$ cat src/hdl/assert_macros.svh
// assertion macros used by the sender window rtl
// expects clk and rst_n in the scope of use
`ifndef ASSERT_MACROS_SVH
`define ASSERT_MACROS_SVH

// antecedent implies consequent in the same cycle
`define ASSERT_IMP(label, ante, cons) \
  label: assert property (@(posedge clk) disable iff (!rst_n) (ante) |-> (cons)) \
    else $error("assertion failed: same-cycle implication");

// antecedent implies consequent in the next cycle
`define ASSERT_NXT(label, ante, cons) \
  label: assert property (@(posedge clk) disable iff (!rst_n) (ante) |=> (cons)) \
    else $error("assertion failed: next-cycle implication");

`endif

$ cat src/hdl/gbn_pkg.sv
// types, codes and constants of the go-back-n sender window
// no dependencies
package gbn_pkg;

  localparam int SEQ_SPACE = 8;
  localparam int SEQ_W = $clog2(SEQ_SPACE);
  localparam int HANDLE_W = 16;
  localparam int ACK_W = 8;
  localparam int CFG_AW = 3;
  localparam int CFG_DW = 32;

  localparam logic [1:0] OP_SEND = 2'd0;
  localparam logic [1:0] OP_ACK = 2'd1;
  localparam logic [1:0] OP_TIMEOUT = 2'd2;

  localparam logic [2:0] KIND_TRANSMIT = 3'd0;
  localparam logic [2:0] KIND_RETRANSMIT = 3'd1;
  localparam logic [2:0] KIND_REFUSED = 3'd2;
  localparam logic [2:0] KIND_ACK_TAKEN = 3'd3;
  localparam logic [2:0] KIND_ACK_REJECTED = 3'd4;
  localparam logic [2:0] KIND_NONE_OUT = 3'd5;

  localparam logic [SEQ_W-1:0] MAX_WIN = SEQ_W'(SEQ_SPACE - 1);
  localparam logic [2:0] LIMIT_RESET = 3'd7;
  localparam logic CFG_IDX_LIMIT = 1'b0;

  typedef enum logic {
    ALU_ADD,
    ALU_SUB
  } alu_op_t;

  typedef struct packed {
    logic [SEQ_W-1:0] res;
    logic             borrow;
  } alu_res_t;

  typedef struct packed {
    logic [1:0]          opcode;
    logic [HANDLE_W-1:0] packet_handle;
    logic [ACK_W-1:0]    ack_num;
    logic                checksum_ok;
  } in_t;

  typedef struct packed {
    logic [2:0]          kind;
    logic [SEQ_W-1:0]    seqn;
    logic [HANDLE_W-1:0] handle_out;
    logic [SEQ_W-1:0]    outstanding;
    logic                window_full;
    logic                last;
  } out_t;

endpackage

$ cat src/hdl/gbn_alu.sv
// shared sequence-number adder / subtractor with borrow
// depends on gbn_pkg
module gbn_alu (
  input  gbn_pkg::alu_op_t            op,
  input  logic [gbn_pkg::SEQ_W-1:0]   a,
  input  logic [gbn_pkg::SEQ_W-1:0]   b,
  output gbn_pkg::alu_res_t           y
);

  logic [gbn_pkg::SEQ_W:0] b_ext;
  logic [gbn_pkg::SEQ_W:0] sum;

  always_comb begin
    unique case (op)
      gbn_pkg::ALU_ADD: b_ext = {1'b0, b};
      gbn_pkg::ALU_SUB: b_ext = ~{1'b0, b} + 1'b1;
      default:          b_ext = {1'b0, b};
    endcase
    sum = {1'b0, a} + b_ext;
    y.res = sum[gbn_pkg::SEQ_W-1:0];
    y.borrow = (op == gbn_pkg::ALU_SUB) ? sum[gbn_pkg::SEQ_W] : 1'b0;
  end

endmodule

$ cat src/hdl/gobackn_sender_window.sv
// top level of the go-back-n sender window: sequencer, window store, config port
// depends on gbn_pkg, gbn_alu and assert_macros.svh
//
// usage:
//   a command is taken when start is high and busy is low; in_data carries
//   opcode, packet handle, ack number and checksum flag. opcode 3 is taken
//   and dropped with no result.
//   results appear on out_data for one cycle each, marked by out_strobe;
//   the receiver cannot stall, so every strobe is a finished transaction.
//   order: a send or an empty timeout goes from EXEC to REPORT, which
//   registers the result; an ack goes from EXEC through ACK2, if valid, to
//   REPORT; a timeout with n entries gives n retransmits, each via RADDR and ROUT.
//   busy is low again in the cycle of the final result, so the next command
//   may be taken while that result is shown.
//   no new command is taken before the final result; the pace is set by the
//   3-bit shared adder, used once per sequencer step, and by the registered
//   read port of the window store.
//   window_limit is written at addresses 0 to 3 of the apb-style port while idle;
//   the user must keep to this, the block does not enforce it. synchronous reset (rst_n
//   low) clears the sequence state, sets last_acked and the limit to 7, not the window store.
`include "assert_macros.svh"

module gobackn_sender_window (
  input  logic                        clk,
  input  logic                        rst_n,
  input  logic                        start,
  output logic                        busy,
  input  gbn_pkg::in_t                in_data,
  output logic                        out_strobe,
  output gbn_pkg::out_t               out_data,
  input  logic                        psel,
  input  logic                        penable,
  input  logic                        pwrite,
  input  logic [gbn_pkg::CFG_AW-1:0]  paddr,
  input  logic [gbn_pkg::CFG_DW-1:0]  pwdata,
  output logic [gbn_pkg::CFG_DW-1:0]  prdata,
  output logic                        pready
);

  typedef enum logic [2:0] {
    ST_IDLE,
    ST_EXEC,
    ST_ACK2,
    ST_REPORT,
    ST_RADDR,
    ST_ROUT
  } state_t;

  localparam int SW = gbn_pkg::SEQ_W;

  state_t state_r, state_nxt;
  gbn_pkg::in_t cmd_r, cmd_nxt;
  logic [SW-1:0] next_seqn_r, next_seqn_nxt;
  logic [SW-1:0] last_acked_r, last_acked_nxt;
  logic [SW-1:0] count_r, count_nxt;
  logic [2:0] limit_r, limit_nxt;
  logic [SW-1:0] dist_r, dist_nxt;
  logic [SW-1:0] idx_r, idx_nxt;
  logic [2:0] kind_r, kind_nxt;
  logic [SW-1:0] seqn_r, seqn_nxt;
  logic [gbn_pkg::HANDLE_W-1:0] hdl_r, hdl_nxt;
  logic out_strobe_r, out_strobe_nxt;
  gbn_pkg::out_t out_r, out_nxt;

  logic [gbn_pkg::HANDLE_W-1:0] mem [gbn_pkg::SEQ_SPACE];
  logic [gbn_pkg::HANDLE_W-1:0] rd_data_r;
  logic mem_we;

  gbn_pkg::alu_op_t alu_op;
  logic [SW-1:0] alu_a, alu_b;
  gbn_pkg::alu_res_t alu_y;

  logic [SW-1:0] eff_limit;
  logic cfg_wr;
  logic ack_bad;
  logic retx_last;

  gbn_alu u_alu (
    .op (alu_op),
    .a  (alu_a),
    .b  (alu_b),
    .y  (alu_y)
  );

  assign eff_limit = (limit_r > gbn_pkg::MAX_WIN) ? gbn_pkg::MAX_WIN : limit_r;
  assign cfg_wr = psel && penable && pwrite && pready;
  assign pready = 1'b1;
  assign prdata = (paddr[2] == gbn_pkg::CFG_IDX_LIMIT) ?
                  {{(gbn_pkg::CFG_DW-3){1'b0}}, limit_r} : '0;
  assign busy = (state_r != ST_IDLE);
  assign out_strobe = out_strobe_r;
  assign out_data = out_r;
  assign ack_bad = !cmd_r.checksum_ok || (cmd_r.ack_num[gbn_pkg::ACK_W-1:SW] != '0);
  assign retx_last = (idx_r == count_r);

  always_comb begin
    state_nxt = state_r;
    cmd_nxt = cmd_r;
    next_seqn_nxt = next_seqn_r;
    last_acked_nxt = last_acked_r;
    count_nxt = count_r;
    limit_nxt = limit_r;
    dist_nxt = dist_r;
    idx_nxt = idx_r;
    kind_nxt = kind_r;
    seqn_nxt = seqn_r;
    hdl_nxt = hdl_r;
    out_strobe_nxt = 1'b0;
    out_nxt = out_r;
    mem_we = 1'b0;
    alu_op = gbn_pkg::ALU_SUB;
    alu_a = count_r;
    alu_b = eff_limit;

    if (cfg_wr && (paddr[2] == gbn_pkg::CFG_IDX_LIMIT)) begin
      limit_nxt = pwdata[2:0];
    end

    unique case (state_r)
      ST_IDLE: begin
        if (start) begin
          cmd_nxt = in_data;
          if (in_data.opcode == gbn_pkg::OP_SEND || in_data.opcode == gbn_pkg::OP_ACK ||
              in_data.opcode == gbn_pkg::OP_TIMEOUT) begin
            state_nxt = ST_EXEC;
          end
        end
      end
      ST_EXEC: begin
        kind_nxt = gbn_pkg::KIND_ACK_REJECTED;
        seqn_nxt = '0;
        hdl_nxt = '0;
        state_nxt = ST_REPORT;
        unique case (cmd_r.opcode)
          gbn_pkg::OP_SEND: begin
            if (alu_y.borrow) begin
              mem_we = 1'b1;
              kind_nxt = gbn_pkg::KIND_TRANSMIT;
              seqn_nxt = next_seqn_r;
              hdl_nxt = cmd_r.packet_handle;
              next_seqn_nxt = next_seqn_r + 1'b1;
              count_nxt = count_r + 1'b1;
            end else begin
              kind_nxt = gbn_pkg::KIND_REFUSED;
            end
          end
          gbn_pkg::OP_ACK: begin
            alu_a = cmd_r.ack_num[SW-1:0];
            alu_b = last_acked_r;
            if (!ack_bad) begin
              dist_nxt = alu_y.res;
              state_nxt = ST_ACK2;
            end
          end
          gbn_pkg::OP_TIMEOUT: begin
            if (count_r == '0) begin
              kind_nxt = gbn_pkg::KIND_NONE_OUT;
            end else begin
              idx_nxt = SW'(1);
              state_nxt = ST_RADDR;
            end
          end
          default: begin
            state_nxt = ST_IDLE;
          end
        endcase
      end
      ST_ACK2: begin
        alu_a = count_r;
        alu_b = dist_r;
        state_nxt = ST_REPORT;
        if (dist_r == '0 || alu_y.borrow) begin
          kind_nxt = gbn_pkg::KIND_ACK_REJECTED;
        end else begin
          kind_nxt = gbn_pkg::KIND_ACK_TAKEN;
          seqn_nxt = cmd_r.ack_num[SW-1:0];
          count_nxt = alu_y.res;
          last_acked_nxt = cmd_r.ack_num[SW-1:0];
        end
      end
      ST_REPORT: begin
        out_strobe_nxt = 1'b1;
        out_nxt.kind = kind_r;
        out_nxt.seqn = seqn_r;
        out_nxt.handle_out = hdl_r;
        out_nxt.outstanding = count_r;
        out_nxt.window_full = !alu_y.borrow;
        out_nxt.last = 1'b1;
        state_nxt = ST_IDLE;
      end
      ST_RADDR: begin
        alu_op = gbn_pkg::ALU_ADD;
        alu_a = last_acked_r;
        alu_b = idx_r;
        seqn_nxt = alu_y.res;
        state_nxt = ST_ROUT;
      end
      ST_ROUT: begin
        out_strobe_nxt = 1'b1;
        out_nxt.kind = gbn_pkg::KIND_RETRANSMIT;
        out_nxt.seqn = seqn_r;
        out_nxt.handle_out = rd_data_r;
        out_nxt.outstanding = count_r;
        out_nxt.window_full = !alu_y.borrow;
        out_nxt.last = retx_last;
        if (retx_last) begin
          state_nxt = ST_IDLE;
        end else begin
          idx_nxt = idx_r + 1'b1;
          state_nxt = ST_RADDR;
        end
      end
      default: begin
        state_nxt = ST_IDLE;
      end
    endcase
  end

  always_ff @(posedge clk) begin
    if (!rst_n) begin
      state_r <= ST_IDLE;
      next_seqn_r <= '0;
      last_acked_r <= gbn_pkg::MAX_WIN;
      count_r <= '0;
      limit_r <= gbn_pkg::LIMIT_RESET;
      out_strobe_r <= 1'b0;
      idx_r <= '0;
    end else begin
      state_r <= state_nxt;
      next_seqn_r <= next_seqn_nxt;
      last_acked_r <= last_acked_nxt;
      count_r <= count_nxt;
      limit_r <= limit_nxt;
      out_strobe_r <= out_strobe_nxt;
      idx_r <= idx_nxt;
    end
    cmd_r <= cmd_nxt;
    dist_r <= dist_nxt;
    kind_r <= kind_nxt;
    seqn_r <= seqn_nxt;
    hdl_r <= hdl_nxt;
    out_r <= out_nxt;
  end

  // window store, registered read
  always_ff @(posedge clk) begin
    if (mem_we) begin
      mem[next_seqn_r] <= cmd_r.packet_handle;
    end
    rd_data_r <= mem[alu_y.res];
  end

  `ASSERT_IMP(a_last_ends_item, out_strobe_r && out_r.last, state_r == ST_IDLE)
  `ASSERT_IMP(a_mid_burst_busy, out_strobe_r && !out_r.last, busy)
  `ASSERT_IMP(a_retx_index_range, state_r == ST_ROUT, idx_r != '0 && idx_r <= count_r)
  `ASSERT_NXT(a_send_grows_window, mem_we, count_r == $past(count_r) + 1'b1)

endmodule
$ cat config.mk
export PLATFORM = sky130hd
export DESIGN_NAME = gobackn_sender_window
export DESIGN_NICKNAME = d
export VERILOG_FILES = /design/src/hdl/gbn_pkg.sv /design/src/hdl/gbn_alu.sv /design/src/hdl/gobackn_sender_window.sv
export VERILOG_INCLUDE_DIRS = /design/src /design/src/hdl
export SDC_FILE = /design/constraint.sdc
export NUM_CORES = 1
export LEC_CHECK = 0
export ABC_AREA = 1
export ABC_CLOCK_PERIOD_IN_PS = 6000
export BUFFER_PORTS_ARGS = -buffer_cell sky130_fd_sc_hd__buf_4
export CORE_MARGIN = 5
export CORE_UTILIZATION = 57
export DETAILED_ROUTE_END_ITERATION = 10
export GPL_TIMING_DRIVEN = 0
export PLACE_DENSITY = 0.91
export SYNTH_ARGS = -nofsm -noshare
export SYNTH_HDL_FRONTEND = slang
export SYNTH_HIERARCHICAL = 1
export SYNTH_SLANG_ARGS = --single-unit
export TNS_END_PERCENT = 100
$ cat constraint.sdc
create_clock -name clk -period 6 [get_ports clk]
set_input_delay 0.9 -clock clk [delete_from_list [all_inputs] [get_ports clk]]
set_output_delay 0.9 -clock clk [all_outputs]
set_load 0.03 [all_outputs]
==> flow_summary.json <==
{
  "critPathBufInv": 2,
  "crit_slowest_cell": "nor2_2",
  "placed_cells": 1153,
  "clockRootBuffer": "clkbuf_16",
  "die_h_um": 141,
  "cts_setup_buffers": 0,
  "antenna_found_initial": 0,
  "diodes": 0,
  "leakage_nw": 4.58,
  "core_area_sq_mm": 0.0167,
  "synth.area.top_cells": "edfxtp_1, dfxtp_1, nand2_1, nor2_1, o21ai_0",
  "cap_viol_max_count": 0,
  "cp.required_ns": 6.13,
  "top_layer": "met4",
  "ys_seq_elements": 242,
  "dr_total_vias": 6738,
  "grt_max_degree": 28,
  "wl_per_cell_um": 18.4,
  "cts_resized": 0,
  "cts_buffers": 24,
  "grt_pass1_wl_um": 34200,
  "most-common-layout-cells": "edfxtp_1, nand2_1, nor2_1",
  "critPathMaxFanout": 25,
  "seq_area_sq_mm": 0.00692,
  "crit_arrival_ns": 5.13,
  "grt.overflow.total": 0,
  "layout_commonest_cell": "edfxtp_1",
  "via_per_inst": 5.63,
  "setup_tns_ns": 0,
  "clock_skew_ns": 0.0182,
  "path_cells": "nand2_1 > nor2_4 > nor2_1 > o21ai_1 > nand4_1 > inv_1 > ha_1 > nand2_1 > o21ai_0 > ha_1 > nand2_1 > nand2_1 > nand3_1 > nand2_1 > nor2_1 > nand2_1 > nor2_4 > inv_2 > or2_4 > nor2_2",
  "rr_startpoint": "state_r[0]$_SDFFE_PN0P_",
  "layout.cells.non_filler": 1197,
  "clockBufferDepth": 3,
  "fin_crit_ns": 5.00,
  "layout-drive-gt1-share_pct": 18.8,
  "hold_violations": 0,
  "drtAntennaViolNets": 0,
  "h-tree-depth": 1,
  "routed_wl_um": 22000,
  "worst_slew_pin_slew_ns": 1.17,
  "drtPass1Iterations": 5,
  "dr_wl_met3_um": 2950,
  "grt_pass1_vias": 6492,
  "grtUsageTotal_pct": 21.8,
  "pre_cts_ws_ns": 0.771,
  "peakVddDrop_mv": 0.417,
  "hpwlAfterDp_um": 14200,
  "drv_slew": 0,
  "wl_met2_um": 10500,
  "drt_iter0_drc": 1000,
  "start_kind": "flop",
  "io_pins": 130,
  "path_clk_slew_ns": 0.06,
  "netlist-cell-type-count": 40,
  "setup_ws_ns": 0.995,
  "area_growth_pct": 18.6,
  "synth_top_area_share_pct": 63.7,
  "drc": 0,
  "status": "finished clean",
  "gp_congestion": 0.882,
  "clk_latency_ns": 0.51,
  "multi_input_area_sq_mm": 0.00238,
  "crit_family": "simple AND/OR/NAND/NOR gates",
  "yosysSeqAreaShare_pct": 70.9,
  "setup_viol": 0,
  "syn_inst": 835,
  "yosys.area.top_type": "edfxtp_1",
  "synth_area_sq_mm": 0.00976,
  "avgSynthCellArea_sq_um": 11.7,
  "path_class": "reg2reg",
  "post-route-period-util_pct": 83.4,
  "power.density_mw_per_mm2": 452,
  "start_util_pct": 58.4,
  "rows": 47,
  "fill_cells": 1075,
  "m1WireLength_um": 7980,
  "hp-start": "seqn_r[0]$_DFFE_PP_",
  "die_w_um": 141,
  "cts.sinks": 242,
  "hold_buffers": 0,
  "cp_common_cell": "nand2_1",
  "cp-end-kind": "flop",
  "fin_nets": 1036,
  "rsz0062_at_grt": "no",
  "cts_tree": "built",
  "ys_warn_count": 6,
  "io_buffer_count": 68,
  "fmax_ghz": 0.200,
  "dieArea_sq_mm": 0.0198,
  "slew_headroom_pct": 21.5,
  "worstHoldPathType": "reg2reg",
  "slowest_delay_ns": 0.75,
  "critPathLaunch": "state_r[0]$_SDFFE_PN0P_"
}
-- area by class of cell --
type	instances	share of cell area, %
inverters	59	1.93
well taps	220	2.38
clock inverters	19	2.25
plain buffers	61	3.20
multi-input cells	501	20.6
flip-flops and latches	242	59.8
clock buffers	25	5.23
repair buffers	70	4.64
-- worst register-to-register path: cells and delay by family, from the launching register on --
kind,cells,cell delay [ns]
AO/OA/AOI/OAI,2,0.37
buffers and inverters,2,0.16
adder cells (fa/ha/maj),2,0.58
AND/OR/NAND/NOR,14,3.09
flip-flops,1,0.43
-- kinds of logic (layout without fill, tap and decap cells) --
group                      Yosys count  in the layout  share of synthesized area, %
and+or+nand+nor                    322            322                          13.6
DFF                                242            242                          70.9
AOI/OAI and AO/OA                  136            136                          7.79
buffers and inverters              120            234                          6.08
adders and majority gates            9              9                          1.23
xor gates and xnor gates             4              4                         0.359
other                                2             30                        0.0770
-- sequential cells by signal, summed over array words and instances (netlist names) --
register,flops
cmd_r,27
count_r,3
dist_r,3
hdl_r,16
idx_r,3
kind_r,3
last_acked_r,3
limit_r,3
mem,128
next_seqn_r,3
out_data,27
out_strobe,1
rd_data_r,16
seqn_r,3
state_r,3
-- stage by stage --
stage | utilization, % | cell area, sq um | hold slack, ns | power (W)
floorplan | - | 9860 | 0.400 | 0.00303
global placement | 63.7 | 10600 | 0.403 | 0.00343
detailed placement | 64.0 | 10700 | 0.407 | 0.00353
CTS | 69.1 | 11500 | 0.424 | 0.00518
global route | 69.3 | 11600 | 0.431 | 0.00544
finish | 69.3 | 11600 | 0.423 | 0.00522
-- final timing paths --
kind	depth (start not counted)	slack (ns)	to
max	20	1.0	mem[2][3]$_DFFE_PP_
min	0	0.42	out_data[21]$_DFFE_PP_
max reg2reg	20	1.0	mem[2][3]$_DFFE_PP_
min reg2reg	0	0.42	out_data[21]$_DFFE_PP_
-- layer usage --
metal	GRT usage, %	up-vias
li1	-	3079
met1	30.0	3073
met2	35.3	522
met3	4.06	64
met4	7.60	0
met5	0	-
-- synth_stat cells (all sizes together) --
cell type,n
nand4,6
fa,1
nand3,25
conb,2
nand2,159
o21ai,79
clkbuf,18
edfxtp,207
a32oi,1
o21bai,1
o22ai,32
ha,8
a21oi,12
o41ai,1
xor2,2
buf,43
inv,57
a31oi,1
dfxtp,35
xnor2,2
nor2,124
o221ai,1
clkinv,2
o211ai,8
nor3,3
or2,5
-- power by group --
group / leakage, nW / switching [W] / internal [W] / total [W]
registers: 2.18 / 0.0000721 / 0.00201 / 0.00208
clock network: 0.417 / 0.000619 / 0.000994 / 0.00161
logic: 1.98 / 0.00111 / 0.000426 / 0.00153
total: 4.58 / 0.00180 / 0.00343 / 0.00522
(Power assumes the default switching activity.)
